File: config.mk
export PLATFORM = sky130hd
export DESIGN_NAME = slt_find
export DESIGN_NICKNAME = d
export VERILOG_FILES = /design/src/rtl/sorted_list_table_macros.svh /design/src/rtl/slt_pkg.sv /design/src/rtl/slt_find.sv
export SDC_FILE = /design/constraint.sdc
export NUM_CORES = 1
export LEC_CHECK = 0
export BUFFER_PORTS_ARGS = -buffer_cell sky130_fd_sc_hd__buf_2
export CAP_MARGIN = 20
export CORE_UTILIZATION = 51
export CTS_CLUSTER_DIAMETER = 150
export CTS_CLUSTER_SIZE = 10
export DETAILED_ROUTE_END_ITERATION = 6
export GPL_TIMING_DRIVEN = 0
export HOLD_SLACK_MARGIN = 0.15
export PLACE_DENSITY = 0.86
export SLEW_MARGIN = 20
export SYNTH_ARGS = -nofsm -noshare
export SYNTH_HDL_FRONTEND = slang
export SYNTH_SLANG_ARGS = --single-unit
File: constraint.sdc
create_clock -name clk -period 1.27 [get_ports clk]
set_clock_uncertainty 0.2 [all_clocks]
set_input_delay 0.3175 -clock clk [delete_from_list [all_inputs] [get_ports clk]]
set_output_delay 0.3175 -clock clk [all_outputs]
set_load 0.03 [all_outputs]
File: src/rtl/sorted_list_table_macros.svh
// ----------------------------------------------------------------------------
// sorted_list_table assertion macros
// Concurrent assertion wrappers clocked on clk and disabled in reset.
// ----------------------------------------------------------------------------
`ifndef SORTED_LIST_TABLE_MACROS_SVH
`define SORTED_LIST_TABLE_MACROS_SVH

// same-cycle implication
`define SLT_ASSERT_IMPL(label, ante, cons) \
	label: assert property (@(posedge clk) disable iff (!arst_n) (ante) |-> (cons)) \
		else $error("sorted_list_table assertion failed");

// next-cycle implication
`define SLT_ASSERT_NEXT(label, ante, cons) \
	label: assert property (@(posedge clk) disable iff (!arst_n) (ante) |=> (cons)) \
		else $error("sorted_list_table assertion failed");

`endif

File: src/rtl/slt_pkg.sv
// ----------------------------------------------------------------------------
// slt_pkg
// Shared types and sizes for the sorted list table.
// ----------------------------------------------------------------------------
package slt_pkg;

	localparam int CAPACITY = 64;
	localparam int CMD_W    = 3;
	localparam int VALUE_W  = 32;
	localparam int POS_W    = 6;
	localparam int STAT_W   = 2;
	localparam int ECOUNT_W = 7;
	localparam int IDX_W    = (CAPACITY > 1) ? $clog2(CAPACITY) : 1;
	localparam int CNT_W    = $clog2(CAPACITY + 1);
	localparam int WIDE_W   = (CNT_W > POS_W) ? CNT_W : POS_W;

	typedef enum logic [CMD_W-1:0] {
		CMD_ADD        = 3'd0,
		CMD_INSERT     = 3'd1,
		CMD_READ       = 3'd2,
		CMD_REMOVE_AT  = 3'd3,
		CMD_REMOVE_VAL = 3'd4
	} cmd_t;

	typedef enum logic [STAT_W-1:0] {
		STAT_OK       = 2'd0,
		STAT_RANGE    = 2'd1,
		STAT_NOTFOUND = 2'd2,
		STAT_FULL     = 2'd3
	} status_t;

	typedef enum logic [1:0] {
		ST_IDLE,
		ST_CMP,
		ST_FIND,
		ST_EXEC
	} state_t;

	typedef enum logic [1:0] {
		CELL_HOLD,
		CELL_CMP,
		CELL_INS,
		CELL_REM
	} cell_op_t;

	typedef struct packed {
		cell_op_t                   op;
		logic                       use_gt;
		logic signed [VALUE_W-1:0]  key;
		logic [WIDE_W-1:0]          tgt;
		logic [CNT_W-1:0]           count;
	} cell_ctl_t;

	typedef struct packed {
		logic             any;
		logic [IDX_W-1:0] idx;
	} hit_t;

endpackage

File: src/rtl/slt_find.sv
// ----------------------------------------------------------------------------
// slt_find
// Registered find-first over the cell flags: lowest flagged index.
// ----------------------------------------------------------------------------
module slt_find import slt_pkg::*; (
	input  logic                clk,
	input  logic                arst_n,
	input  logic                capture,
	input  logic [CAPACITY-1:0] flags,
	output hit_t                hit
);

	logic [CAPACITY-1:0] lowest;
	logic [IDX_W-1:0]    enc;
	hit_t                hit_q;

	assign lowest = flags & (~flags + CAPACITY'(1));

	always_comb begin
		enc = '0;
		for (int i = 0; i < CAPACITY; i++) begin
			if (lowest[i]) begin
				enc = enc | IDX_W'(i);
			end
		end
	end

	always_ff @(posedge clk or negedge arst_n) begin
		if (!arst_n) begin
			hit_q <= '0;
		end else if (capture) begin
			hit_q.any <= |flags;
			hit_q.idx <= enc;
		end
	end

	assign hit = hit_q;

endmodule

==> flow_summary.yaml <==
outcome:
  status: "complete, but fails checks"
  failed_checks: "DRC, setup timing"
synthesis:
  netlist_instances: 240
  synth-main-ff-cell: "dfrtp_1"
  ys_ff_latch: 7
  yosys_warnings: 0
  synthesis.area_sq_um: 1600
  syn_avg_cell_area_sq_um: 6.66
  yosys.area.top_type: "dfrtp_1"
  synth.distinct_cells: 57
  synth.top_cell.area_share_pct: 11.0
  synthTopCellsByArea: "dfrtp_1, nor3_1, nor2_1"
  synth_seq_area_share_pct: 11.0
  synthArstFlopShare_pct: 100
  synth_fp_nets: 307
  synth-edff-count: 0
critical_path:
  path_delay_family: "simple AND/OR/NAND/NOR gates"
  r2r_end: "hit[4]"
  start_kind: "input pin"
  cpMaxStageDelayCell: "or3_4"
  crit_path_max_incr_delay_ns: 0.37
  worstPathArrival_ns: 2.32
  cp.required_ns: 1.27
  critPathKind: "in -> reg"
  cp_num_buf_inv: 3
  setup.worst_path.end_class: "flop"
  worstPathMaxFanout: 7
  rrSetupSlack_ns: 0.14
  rr_startpoint: "hit[4]"
  worst_r2r_path_depth: 3
  path_cells: "buf_2 -> or3_4 -> nor3_4 -> buf_4 -> and4_4 -> buf_8 -> nand4_1 -> o311a_1 -> and3_1 -> a31oi_1"
global_route:
  grt_pass1_wl_um: 11900
  antenna_found_initial: 0
  grt_pass1_vias: 2559
  grt_overflow: 0
  grt_max_degree: 11
  grt_usage_pct: 46.4
drt:
  drc: 25
  vias_per_cell: 7.77
  ant_nets: 0
  dr.pass1.iters: 7
  vias: 2882
  drtIter0Drc: 540
  wl_per_cell_um: 22.1
  wirelength_um: 8210
final_layout:
  antenna-diode-count: 0
  final_cell_mix: "buf_2, nor2_1, buf_4"
  largest_register_ffs: 7
  layout-drive-gt1-share_pct: 41.2
  final_common_cell: "buf_2"
  fin_nets: 408
  areaGrowthSynthToFinish_pct: 59.0
  nFillCells: 126
  instances_no_fill: 371
  final_util_pct: 89.1
hold_path:
  worstHoldStart: "flags[63]"
  whs_endpoint: "hit[6]"
  hold_class: "in -> reg"
  holdPathStages: 3
timing:
  min_period_ns: 2.32
  fin_crit_sh_pct: 183
  fin_ws_ns: -1.05
  timing.fmax_mhz: 431
  rsz0062_at_grt: "yes"
  drv_slew: 0
  finalHoldViolations: 0
  worst_pin_slew_ns: 0.687
  max_slew_margin_pct: 53.6
  setup_viol: 14
  hold_slack_ns: 0.152
die:
  initial_core_util_pct: 56.1
  ios: 74
  die_h_um: 58.0
  fp.dieArea_sq_um: 3360
  placementRows: 19
  fp.dieW_um: 58.0
  core_area_sq_um: 2850
power_and_ir_drop:
  leakage_uw: 0.00100
  power_density_nw_per_um2: 410
  power.total_uw: 1040
  ir_drop_mv: 0.313
clocking:
  clkTransAtPathRegs_ns: 0.06
  htree_num_levels: 1
  worstSkewPairLatency_ns: 0.28
  cts-root-buf: "clkbuf_4"
  cts_sinks: 7
  cts_tree: "done"
  cts_made_buffers: 3
  clock_path_buffers: 2
place:
  post-place-ws_ns: -1.39
  place.gp.congestion: 0.970
  dpl.hpwl_um: 4610
  io_buffers: 71
  dp.cells: 342
flow_run:
  maxCapViolations: 0
[layout make-up]
cell class	instances	area (sq um)	area share, %
multi-input combinational	219	1590	62.5
sequential	7	175	6.89
timing repair buffer	96	648	25.5
buffer	3	22.5	0.886
inverter	11	41.3	1.62
clock buffer	4	26.3	1.03
tap	31	38.8	1.53
[stage by stage]
stage	cell area, sq um	TNS (ns)
finish	2540	-7.14
global route	2540	-7.57
CTS	2460	-5.85
detailed placement	2000	-8.97
global placement	2000	-9.23
floorplan	1610	-6.04
[worst register-to-register path, delay by kind of cell (launching register included)]
| family | cells | cell delay, ns |
|---|---|---|
| flip-flops | 1 | 0.39 |
| AO/OA/AOI/OAI | 1 | 0.18 |
| buffers and inverters | 2 | 0.25 |
[how the worst max path moves through the flow]
stage                   start     end  slack [ns]  cells past startpoint
global route        flags[42]  hit[5]       -1.10                      8
floorplan            flags[0]  hit[2]       -0.92                      7
finish              flags[10]  hit[2]       -1.05                     10
global placement    flags[33]  hit[2]       -1.46                      7
CTS                 flags[11]  hit[2]       -0.88                     10
detailed placement  flags[33]  hit[2]       -1.39                      7
[cell families (layout without fill, tap and decap cells)]
| group | count (synthesis) | in the layout | share of synthesized area (%) |
|---|---|---|---|
| simple gates | 159 | 159 | 59.8 |
| flops | 7 | 7 | 11.0 |
| compound gates | 60 | 60 | 25.7 |
| buf+inv | 14 | 114 | 3.52 |
[power breakdown]
| part | internal (uW) | switching, uW | total (uW) |
|---|---|---|---|
| registers | 239 | 12.4 | 251 |
| clock network | 122 | 109 | 230 |
| logic | 234 | 327 | 561 |
[per-layer routing]
layer	up-vias	track usage, %	wire length, um
met5	-	0	0
met4	0	27.2	739
met3	116	12.9	1170
met2	336	75.9	3570
met1	1245	54.0	2730
li1	1185	-	-
[synth_stat cells, drive strengths merged, types with 3 or more instances]
master / n
and4: 4
or4: 5
dfrtp: 7
or3: 5
o22a: 4
a21oi: 20
nand2: 13
nor3: 25
nand2b: 3
nand4: 15
nor3b: 5
inv: 11
and3: 7
nor2b: 6
nand3: 12
nor2: 30
nor4: 16
o21ai: 9
a32oi: 5
[what timing repair did]
item,CTS,global route
resized for setup,66,7
pin swaps,15,9
endpoints found under the setup margin,14,14
hold buffers,1,0
hold endpoints to repair,7,0
setup buffers,18,6
No activity file was read; power rests on OpenSTA's default activity.
