`src/rtl/sorted_list_table_macros.svh`:
```
// ----------------------------------------------------------------------------
// sorted_list_table assertion macros
// Concurrent assertion wrappers clocked on clk and disabled in reset.
// ----------------------------------------------------------------------------
`ifndef SORTED_LIST_TABLE_MACROS_SVH
`define SORTED_LIST_TABLE_MACROS_SVH

// same-cycle implication
`define SLT_ASSERT_IMPL(label, ante, cons) \
	label: assert property (@(posedge clk) disable iff (!arst_n) (ante) |-> (cons)) \
		else $error("sorted_list_table assertion failed");

// next-cycle implication
`define SLT_ASSERT_NEXT(label, ante, cons) \
	label: assert property (@(posedge clk) disable iff (!arst_n) (ante) |=> (cons)) \
		else $error("sorted_list_table assertion failed");

`endif

```
`src/rtl/slt_pkg.sv`:
```
// ----------------------------------------------------------------------------
// slt_pkg
// Shared types and sizes for the sorted list table.
// ----------------------------------------------------------------------------
package slt_pkg;

	localparam int CAPACITY = 64;
	localparam int CMD_W    = 3;
	localparam int VALUE_W  = 32;
	localparam int POS_W    = 6;
	localparam int STAT_W   = 2;
	localparam int ECOUNT_W = 7;
	localparam int IDX_W    = (CAPACITY > 1) ? $clog2(CAPACITY) : 1;
	localparam int CNT_W    = $clog2(CAPACITY + 1);
	localparam int WIDE_W   = (CNT_W > POS_W) ? CNT_W : POS_W;

	typedef enum logic [CMD_W-1:0] {
		CMD_ADD        = 3'd0,
		CMD_INSERT     = 3'd1,
		CMD_READ       = 3'd2,
		CMD_REMOVE_AT  = 3'd3,
		CMD_REMOVE_VAL = 3'd4
	} cmd_t;

	typedef enum logic [STAT_W-1:0] {
		STAT_OK       = 2'd0,
		STAT_RANGE    = 2'd1,
		STAT_NOTFOUND = 2'd2,
		STAT_FULL     = 2'd3
	} status_t;

	typedef enum logic [1:0] {
		ST_IDLE,
		ST_CMP,
		ST_FIND,
		ST_EXEC
	} state_t;

	typedef enum logic [1:0] {
		CELL_HOLD,
		CELL_CMP,
		CELL_INS,
		CELL_REM
	} cell_op_t;

	typedef struct packed {
		cell_op_t                   op;
		logic                       use_gt;
		logic signed [VALUE_W-1:0]  key;
		logic [WIDE_W-1:0]          tgt;
		logic [CNT_W-1:0]           count;
	} cell_ctl_t;

	typedef struct packed {
		logic             any;
		logic [IDX_W-1:0] idx;
	} hit_t;

endpackage

```
`src/rtl/slt_cell.sv`:
```
// ----------------------------------------------------------------------------
// slt_cell
// One table slot: holds an entry, compares it against the key and shifts
// to or from its neighbors on insert and remove.
// ----------------------------------------------------------------------------
module slt_cell import slt_pkg::*; (
	input  logic                      clk,
	input  logic                      arst_n,
	input  logic [WIDE_W-1:0]         index,
	input  cell_ctl_t                 ctl,
	input  logic signed [VALUE_W-1:0] prev_value,
	input  logic signed [VALUE_W-1:0] next_value,
	output logic signed [VALUE_W-1:0] value,
	output logic                      flag,
	output logic signed [VALUE_W-1:0] tap
);

	logic signed [VALUE_W-1:0] value_q;
	logic                      flag_q;
	logic                      occupied;
	logic                      hit;

	assign occupied = index < WIDE_W'(ctl.count);
	assign hit      = ctl.use_gt ? (value_q > ctl.key) : (value_q == ctl.key);

	always_ff @(posedge clk or negedge arst_n) begin
		if (!arst_n) begin
			flag_q <= 1'b0;
		end else if (ctl.op == CELL_CMP) begin
			flag_q <= occupied & hit;
		end
	end

	always_ff @(posedge clk) begin
		unique case (ctl.op)
			CELL_INS: begin
				if (index > ctl.tgt) begin
					value_q <= prev_value;
				end else if (index == ctl.tgt) begin
					value_q <= ctl.key;
				end
			end
			CELL_REM: begin
				if (index >= ctl.tgt) begin
					value_q <= next_value;
				end
			end
			CELL_HOLD, CELL_CMP: begin
			end
			default: begin
			end
		endcase
	end

	assign value = value_q;
	assign flag  = flag_q;
	assign tap   = (index == ctl.tgt) ? value_q : '0;

endmodule

```
`config.mk`:
```
export PLATFORM = sky130hd
export DESIGN_NAME = slt_cell
export DESIGN_NICKNAME = d
export VERILOG_FILES = /design/src/rtl/sorted_list_table_macros.svh /design/src/rtl/slt_pkg.sv /design/src/rtl/slt_cell.sv
export SDC_FILE = /design/constraint.sdc
export NUM_CORES = 1
export LEC_CHECK = 0
export BUFFER_PORTS_ARGS = -buffer_cell sky130_fd_sc_hd__buf_2
export CAP_MARGIN = 25
export CORE_ASPECT_RATIO = 1.4
export CORE_MARGIN = 2
export CORE_UTILIZATION = 30
export CTS_CLUSTER_SIZE = 25
export DETAILED_ROUTE_END_ITERATION = 10
export GPL_ROUTABILITY_DRIVEN = 0
export GPL_TIMING_DRIVEN = 0
export SYNTH_ARGS = -nofsm -noshare
export SYNTH_HDL_FRONTEND = slang
export SYNTH_SLANG_ARGS = --single-unit
```
`constraint.sdc`:
```
create_clock -name clk -period 2.3 [get_ports clk]
set_input_delay 0.345 -clock clk [delete_from_list [all_inputs] [get_ports clk]]
set_output_delay 0.345 -clock clk [all_outputs]
set_load 0.01 [all_outputs]
```
==> results of run 1 <==
-- power by group through the flow --
stage,clock network [uW],logic [uW],registers [uW]
2_1_floorplan,0,453,849
3_3_place_gp,0,780,827
3_5_place_dp,0,810,829
4_1_cts,651,856,813
5_1_grt,679,1030,824
6_report,637,936,814
-- critical path, cell delays in order (launching register included) --
cell and delay, ns:
edfxtp_1 0.43, ha_4 0.30, nand4_1 0.11, or2_1 0.26, or3_4 0.35, or4b_4 0.50
o31a_1 0.26, o31ai_2 0.06
-- per-stage QoR --
step	total power, uW	setup TNS [ns]	hold WS [ns]	util [%]	cell area [um^2]
floorplan	1303	-6.644	0.04941	-	3495
CTS	2320	-0.08745	0.3280	44.02	4941
global route	2538	-0.1698	0.3473	46.98	5273
detailed placement	1639	-51.49	0.1210	41.28	4633
finish	2387	-0.07158	0.3370	47.02	5278
global placement	1607	-59.13	0.1215	41.04	4606
-- state kept, by name (all words and copies together) (netlist names) --
signal,flops
value,32
flag,1
-- timing repair --
action / in CTS / in global routing
hold buffers: 1 / 0
endpoints found under the hold margin: 1 / 0
resized for setup: 25 / 22
gates cloned: 0 / 8
pin swaps: 3 / 10
endpoints found under the setup margin: 92 / 85
buffers inserted: 10 / 9
-- cell usage after synthesis --
cell       number  share of area, %
buf_1           4              0.44
nor3b_1        32               7.0
nor2_1          2              0.22
a211oi_1        3              0.66
nor2b_1         1              0.18
or2_1           1              0.18
a31o_1          1              0.26
a21oi_1        13               1.9
ha_1           45                16
a21o_1          8               1.8
a2111oi_0       1              0.26
nand3_1         6              0.88
a21boi_1        1              0.22
nor3_1          3              0.44
o21ai_1         1              0.15
or4b_1          1              0.29
dfrtp_1         1              0.73
or3_1           1              0.18
edfxtp_1       32                28
o31ai_1         1              0.22
buf_2           4              0.58
and4_1          2              0.51
nand2b_1       34               6.2
a211o_1         2              0.51
o21ai_0         2              0.29
xor2_1          1              0.26
o21a_1         34               7.5
nand2_1         7              0.77
inv_1          46               5.0
o31a_1         33               8.4
nand4_1         8               1.5
clkbuf_1       17               1.9
o221ai_1        1              0.26
and2_1         32               5.8
-- layer usage --
metal	part of all wire [%]	global-route usage (%)
met1	40	19.66
met2	52	33.91
met3	5.6	3.670
met4	1.8	5.371
met5	0	0
-- cell families after synthesis --
logic type / Yosys count / synth area share (%)
AND/OR/NAND/NOR: 130 / 24.20
flip-flops: 33 / 28.80
AO/OA/AOI/OAI: 101 / 22.37
buffers and inverters: 71 / 7.931
adder cells (fa/ha/maj): 45 / 16.45
XOR/XNOR: 1 / 0.2559
-- path summary, 6_finish.rpt --
check,startpoint,end,slack [ns],cells after the start
min,ctl[46],flag$_DFFE_PN0N_,0.34,3
min reg2reg,flag$_DFFE_PN0N_,flag$_DFFE_PN0N_,0.57,3
max,value[30]$_DFFE_PP_,flag$_DFFE_PN0N_,-0.07,7
max in group asynchronous,arst_n,flag$_DFFE_PN0N_,1.81,2
max reg2reg,value[30]$_DFFE_PP_,flag$_DFFE_PN0N_,-0.07,7
min in group asynchronous,arst_n,flag$_DFFE_PN0N_,0.41,2
-- final cells by class --
type | instances | area (um^2) | share of cell area [%]
Clock inverter | 1 | 3.754 | 0.07112
Clock buffer | 6 | 128.9 | 2.442
Timing Repair Buffer | 215 | 1306 | 24.75
Antenna cell | 2 | 5.005 | 0.09483
Inverter | 46 | 180.2 | 3.414
Sequential cell | 33 | 985.9 | 18.68
Buffer | 22 | 195.2 | 3.698
Tap cell | 144 | 180.2 | 3.414
Multi-Input combinational cell | 277 | 2292 | 43.43
==> metrics, run 1 <==
Tot GR Track Use 17.81%; Sequential Power Share roughly 34%; area of the mapped netlist 0.003423 mm^2; crit-path max FO 2; area grow syn2layout 54.17%; syn avg cell area approximately 9.0 um^2; fin crit period between 2 and 2.5 ns; final WL between 10000 and 15000 um; Worst Path Arrival 2.56 ns; Pwr Density between 400 and 500 mW/mm^2; CTS tree built; CTS Buffer Depth 2; failing checks negative setup slack; sequential share of the synthesized area 28.80%; clk slew on worst S/H paths roughly 0.06 ns; H-tree depth 2; Final nets between 700 and 800; drt first pass iters 4; clock skew 0.003265 ns; Initial Util roughly 30%; # clock sinks 33; final hold violation count 0; Worst-Margin Slew between 0.5 and 0.6 ns; initial antenna violation count 2; PortBufs roughly 190; Vert. Die Dim roughly 130 um; 1st-iter DRT viols about 110; Vias per Instance ~4.8; DR WL/cell 16.46 um; commonest non-fill, non-tap cells in the layout buf_2 (185), inv_1 (45), ha_1 (39); placed insts approximately 710; post-route worst setup slack -0.07158 ns; Leak approximately 0.0026 uW; Sw Share a little under a third; Placeable Area 0.01122 mm^2; post-synth cell types 34; Seq cells post-synth 33; Die Footprint between 0.01 and 0.015 mm^2; syn_nets between 500 and 600; combinational share of power between 30% and 40%; Detail Route Antenna Nets 0; cell row count 46; IO Count 187; final std cells w/o fill 746; YS warnings 0; pin count of the biggest net entering global routing 20; max-slew violation count 0; Worst EP required roughly 2.5 ns; Remaining DRCs 0; total CTS buffers 5; clk_lat worst skew roughly 0.28 ns; relative max-transition margin between 60% and 70%; layout cells sized above 1 about two fifths; max frequency 0.4217 GHz; most common cell after layout, fill and taps aside buf_2; Die X between 90 and 100 um; fill cell count 1137; first-pass GRT wire length around 17000 um; endpoints failing setup 1; dpl hpwl 9339 um; Net Sw Power roughly 740 uW; Pint around 1600 uW; Post-Synthesis Cells between 300 and 400; unrepaired setup endpoints after global routing yes; CP endpoint kind flop; vias post-DR roughly 3600; clock share of power 26.7%; worst slack at placement -0.7737 ns; clock root buffer clkbuf_16; max-cap violation count 0; Hold Crit Class input port to flop; peak supply drop between 0.0002 and 0.00025 V; vias in the first global route 3562; status complete, but fails checks; grt total ovfl 0; crit path launch type flop; Tcrit/Tclk final 103.1%; critical path class flop to flop
Power figures use the tool's default switching activity.
==> run 2, diff against run 1 <==
ABC_AREA = 1   (was default)
GPL_TIMING_DRIVEN = default   (was 0)
==> run 2 against run 1 <==
  * The flow now finishes without violations
  * Via count shrank 6.6%
  * Final area shrank 16%
  * Core utilization shrank 3.8 points
  * Synthesized cell count grew 18%
  * Worst hold slack lost 0.0066 ns
  * First-iteration DRC count shrank 10%
  * Cell count grew 4.0%
  * Maximum frequency grew 18%
==> metrics, run 2 <==
Tcrit/Tclk final 87.06% (-16 points); crit-path max FO 17 (+15); Worst path max stage delay 0.29 ns (-0.21 ns); pin count of the biggest net entering global routing 39 (+95%); synth cell count leaders nand2_1 (112), inv_1 (95), o21ai_1 (63), ha_1 (45), nor2_1 (44); Placeable Area 0.01029 mm^2 (-8.3%); Largest register FFs 32 (unchanged); Initial Util 30.59% (+0.089 points); Worst path slowest cell ha_1; final hold violation count 0 (unchanged); Die X 90.59 um (-3.9%); status completed; dominant synthesized flop cell edfxtp_1; cell with the most instances after synthesis nand2_1; setup TNS 0 ns (+0.07158 ns); max-cap violation count 0 (unchanged); area share of the largest cell type after synthesis 30.51% (+2.4 points); post-route worst setup slack 0.2976 ns (+0.3691 ns); commonest non-fill, non-tap cells in the layout buf_2 (186), nand2_1 (112), inv_1 (95); CTS Buffer Depth 2 (unchanged); # clock sinks 33 (unchanged); syn_nets 617 (+13%); worst slack at placement 0.2460 ns (+1.020 ns); max frequency 0.4994 GHz (+18%); Post-Synthesis Cells 450 (+18%); crit path cell chain buf_2, ha_1, nand3_1, nor4_4, inv_2, buf_4, nor2_1, buf_2; DR WL/cell 11.40 um (-31%); final WL 8847 um (-28%); Hold Crit Class input port to flop; YS warnings 0 (unchanged); fin crit period 2.002 ns (-0.3691 ns); most common cell after layout, fill and taps aside buf_2; post-CTS setup buffer count 0 (-10); total CTS buffers 5 (unchanged); layout cells sized above 1 32.29% (-8.5 points); drt first pass iters 4 (unchanged); Vert. Die Dim 125.2 um (-4.0%); CTS tree built; Worst EP required 1.96 ns (-0.53 ns); syn avg cell area 6.998 um^2 (-22%); Seq cells post-synth 33 (unchanged); peak supply drop 0.0004579 V (+97%); CP most frequent cell buf_2; post-synth cell types 21 (-38%); Worst-Margin Slew 0.3402 ns (-0.2455 ns); CP endpoint kind primary output; Worst Path Arrival 1.66 ns (-0.90 ns); area grow syn2layout 41.28%; Hold WS 0.3304 ns (-0.006562 ns); ys async rst share 3.030% (unchanged); Die Footprint 0.01134 mm^2 (-7.7%); Diodes inserted 0 (-2); H-tree depth 2 (unchanged); first-pass GRT wire length 14100 um (-17%); vias post-DR 3362 (-6.6%); vias in the first global route 3112 (-13%); 1st-iter DRT viols 94 (-10%); grt total ovfl 0 (unchanged); clock root buffer clkbuf_16; area leader, netlist edfxtp_1; Post-synth EDFFs 32 (unchanged); critical path class input port to primary output; endpoints failing setup 0 (-1); Tot GR Track Use 15.14% (-2.7 points); Remaining DRCs 0 (unchanged); dpl hpwl 7382 um (-21%); Vias per Instance 4.332 (-10%); Final nets 804 (+4.8%); Area contributors post-synth edfxtp_1 (31%), ha_1 (18%), nand2_1 (13%), inv_1 (11%), o21ai_1 (10%); Pwr Density 523.2 mW/mm^2 (+16%); cell row count 44 (-4.3%); sequential share of the synthesized area 31.31% (+2.5 points); fill cell count 1075 (-5.5%); clock skew 0.003434 ns (+0.0001689 ns); relative max-transition margin 77.08% (+16 points); unrepaired setup endpoints after global routing no; clk_lat worst skew 0.27 ns (about the same); IO Count 187 (unchanged); PortBufs 186 (unchanged); max-slew violation count 0 (unchanged); Detail Route Antenna Nets 0 (unchanged); crit path launch type input port; area of the mapped netlist 0.003149 mm^2 (-8.0%); initial antenna violation count 0 (-2); clk slew on worst S/H paths 0.06 ns (about the same); Leak 0.002587 uW (+0.81%)
run 2: cell type report:
type / instances / area, um^2 / share of cell area (%)
timing repair buffer: 195 / 1051 / 23.62
clock inverter: 3 / 41.29 / 0.9280
tap: 138 / 172.7 / 3.881
sequential: 33 / 985.9 / 22.16
clock buffer: 5 / 125.1 / 2.812
inverter: 97 / 364.1 / 8.183
multi-input combinational: 305 / 1709 / 38.41
run 2: path summary, 6_finish.rpt:
path | from | endpoint | cells past startpoint | slack [ns]
min reg2reg | flag$_DFFE_PN0N_ | flag$_DFFE_PN0N_ | 2 | 0.50
max reg2reg | value[23]$_DFFE_PP_ | flag$_DFFE_PN0N_ | 11 | 0.49
max in group asynchronous | arst_n | flag$_DFFE_PN0N_ | 2 | 1.85
max | index[6] | tap[27] | 8 | 0.30
min | ctl[46] | flag$_DFFE_PN0N_ | 4 | 0.33
min in group asynchronous | arst_n | flag$_DFFE_PN0N_ | 2 | 0.37
run 2: routing by layer:
layer  GRT usage [%]  up-vias  part of all wire [%]
met5               0        -                     0
met3           2.229        4                   5.3
li1                -     1801                     -
met1           17.32     1454                    41
met2           29.02      103                    53
met4           3.801        0                  0.93
run 2: worst max-delay path, delay by kind of cell:
kind | cells | cell delay, ns
buffers and inverters | 4 | 0.55
adders and majority gates | 1 | 0.29
and+or+nand+nor | 3 | 0.46
run 2: metrics by stage:
stage,cells,utilization (%),instance area [um^2],total power [uW]
global placement,767,41.50,4273,1571
CTS,776,43.22,4449,2364
finish,776,43.22,4449,2328
floorplan,450,-,3149,1282
global route,776,43.22,4449,2498
detailed placement,767,41.50,4273,1587
run 2: kinds of logic after synthesis:
| family | after synthesis | share of synthesized area (%) |
|---|---|---|
| buffers and inverters | 112 | 14.42 |
| AO/OA/AOI/OAI | 94 | 15.38 |
| adder cells (fa/ha/maj) | 45 | 17.88 |
| AND/OR/NAND/NOR | 166 | 21.02 |
| flip-flops | 33 | 31.31 |
run 2: report_power, final:
group | internal (uW) | switching, uW
logic | 332 | 411
registers | 761 | 57.6
clock network | 507 | 259
run 2: repair_timing:
item / in CTS / in global routing
gates resized for setup: 0 / 0
hold buffers: 1 / 0
hold endpoints to repair: 1 / 0
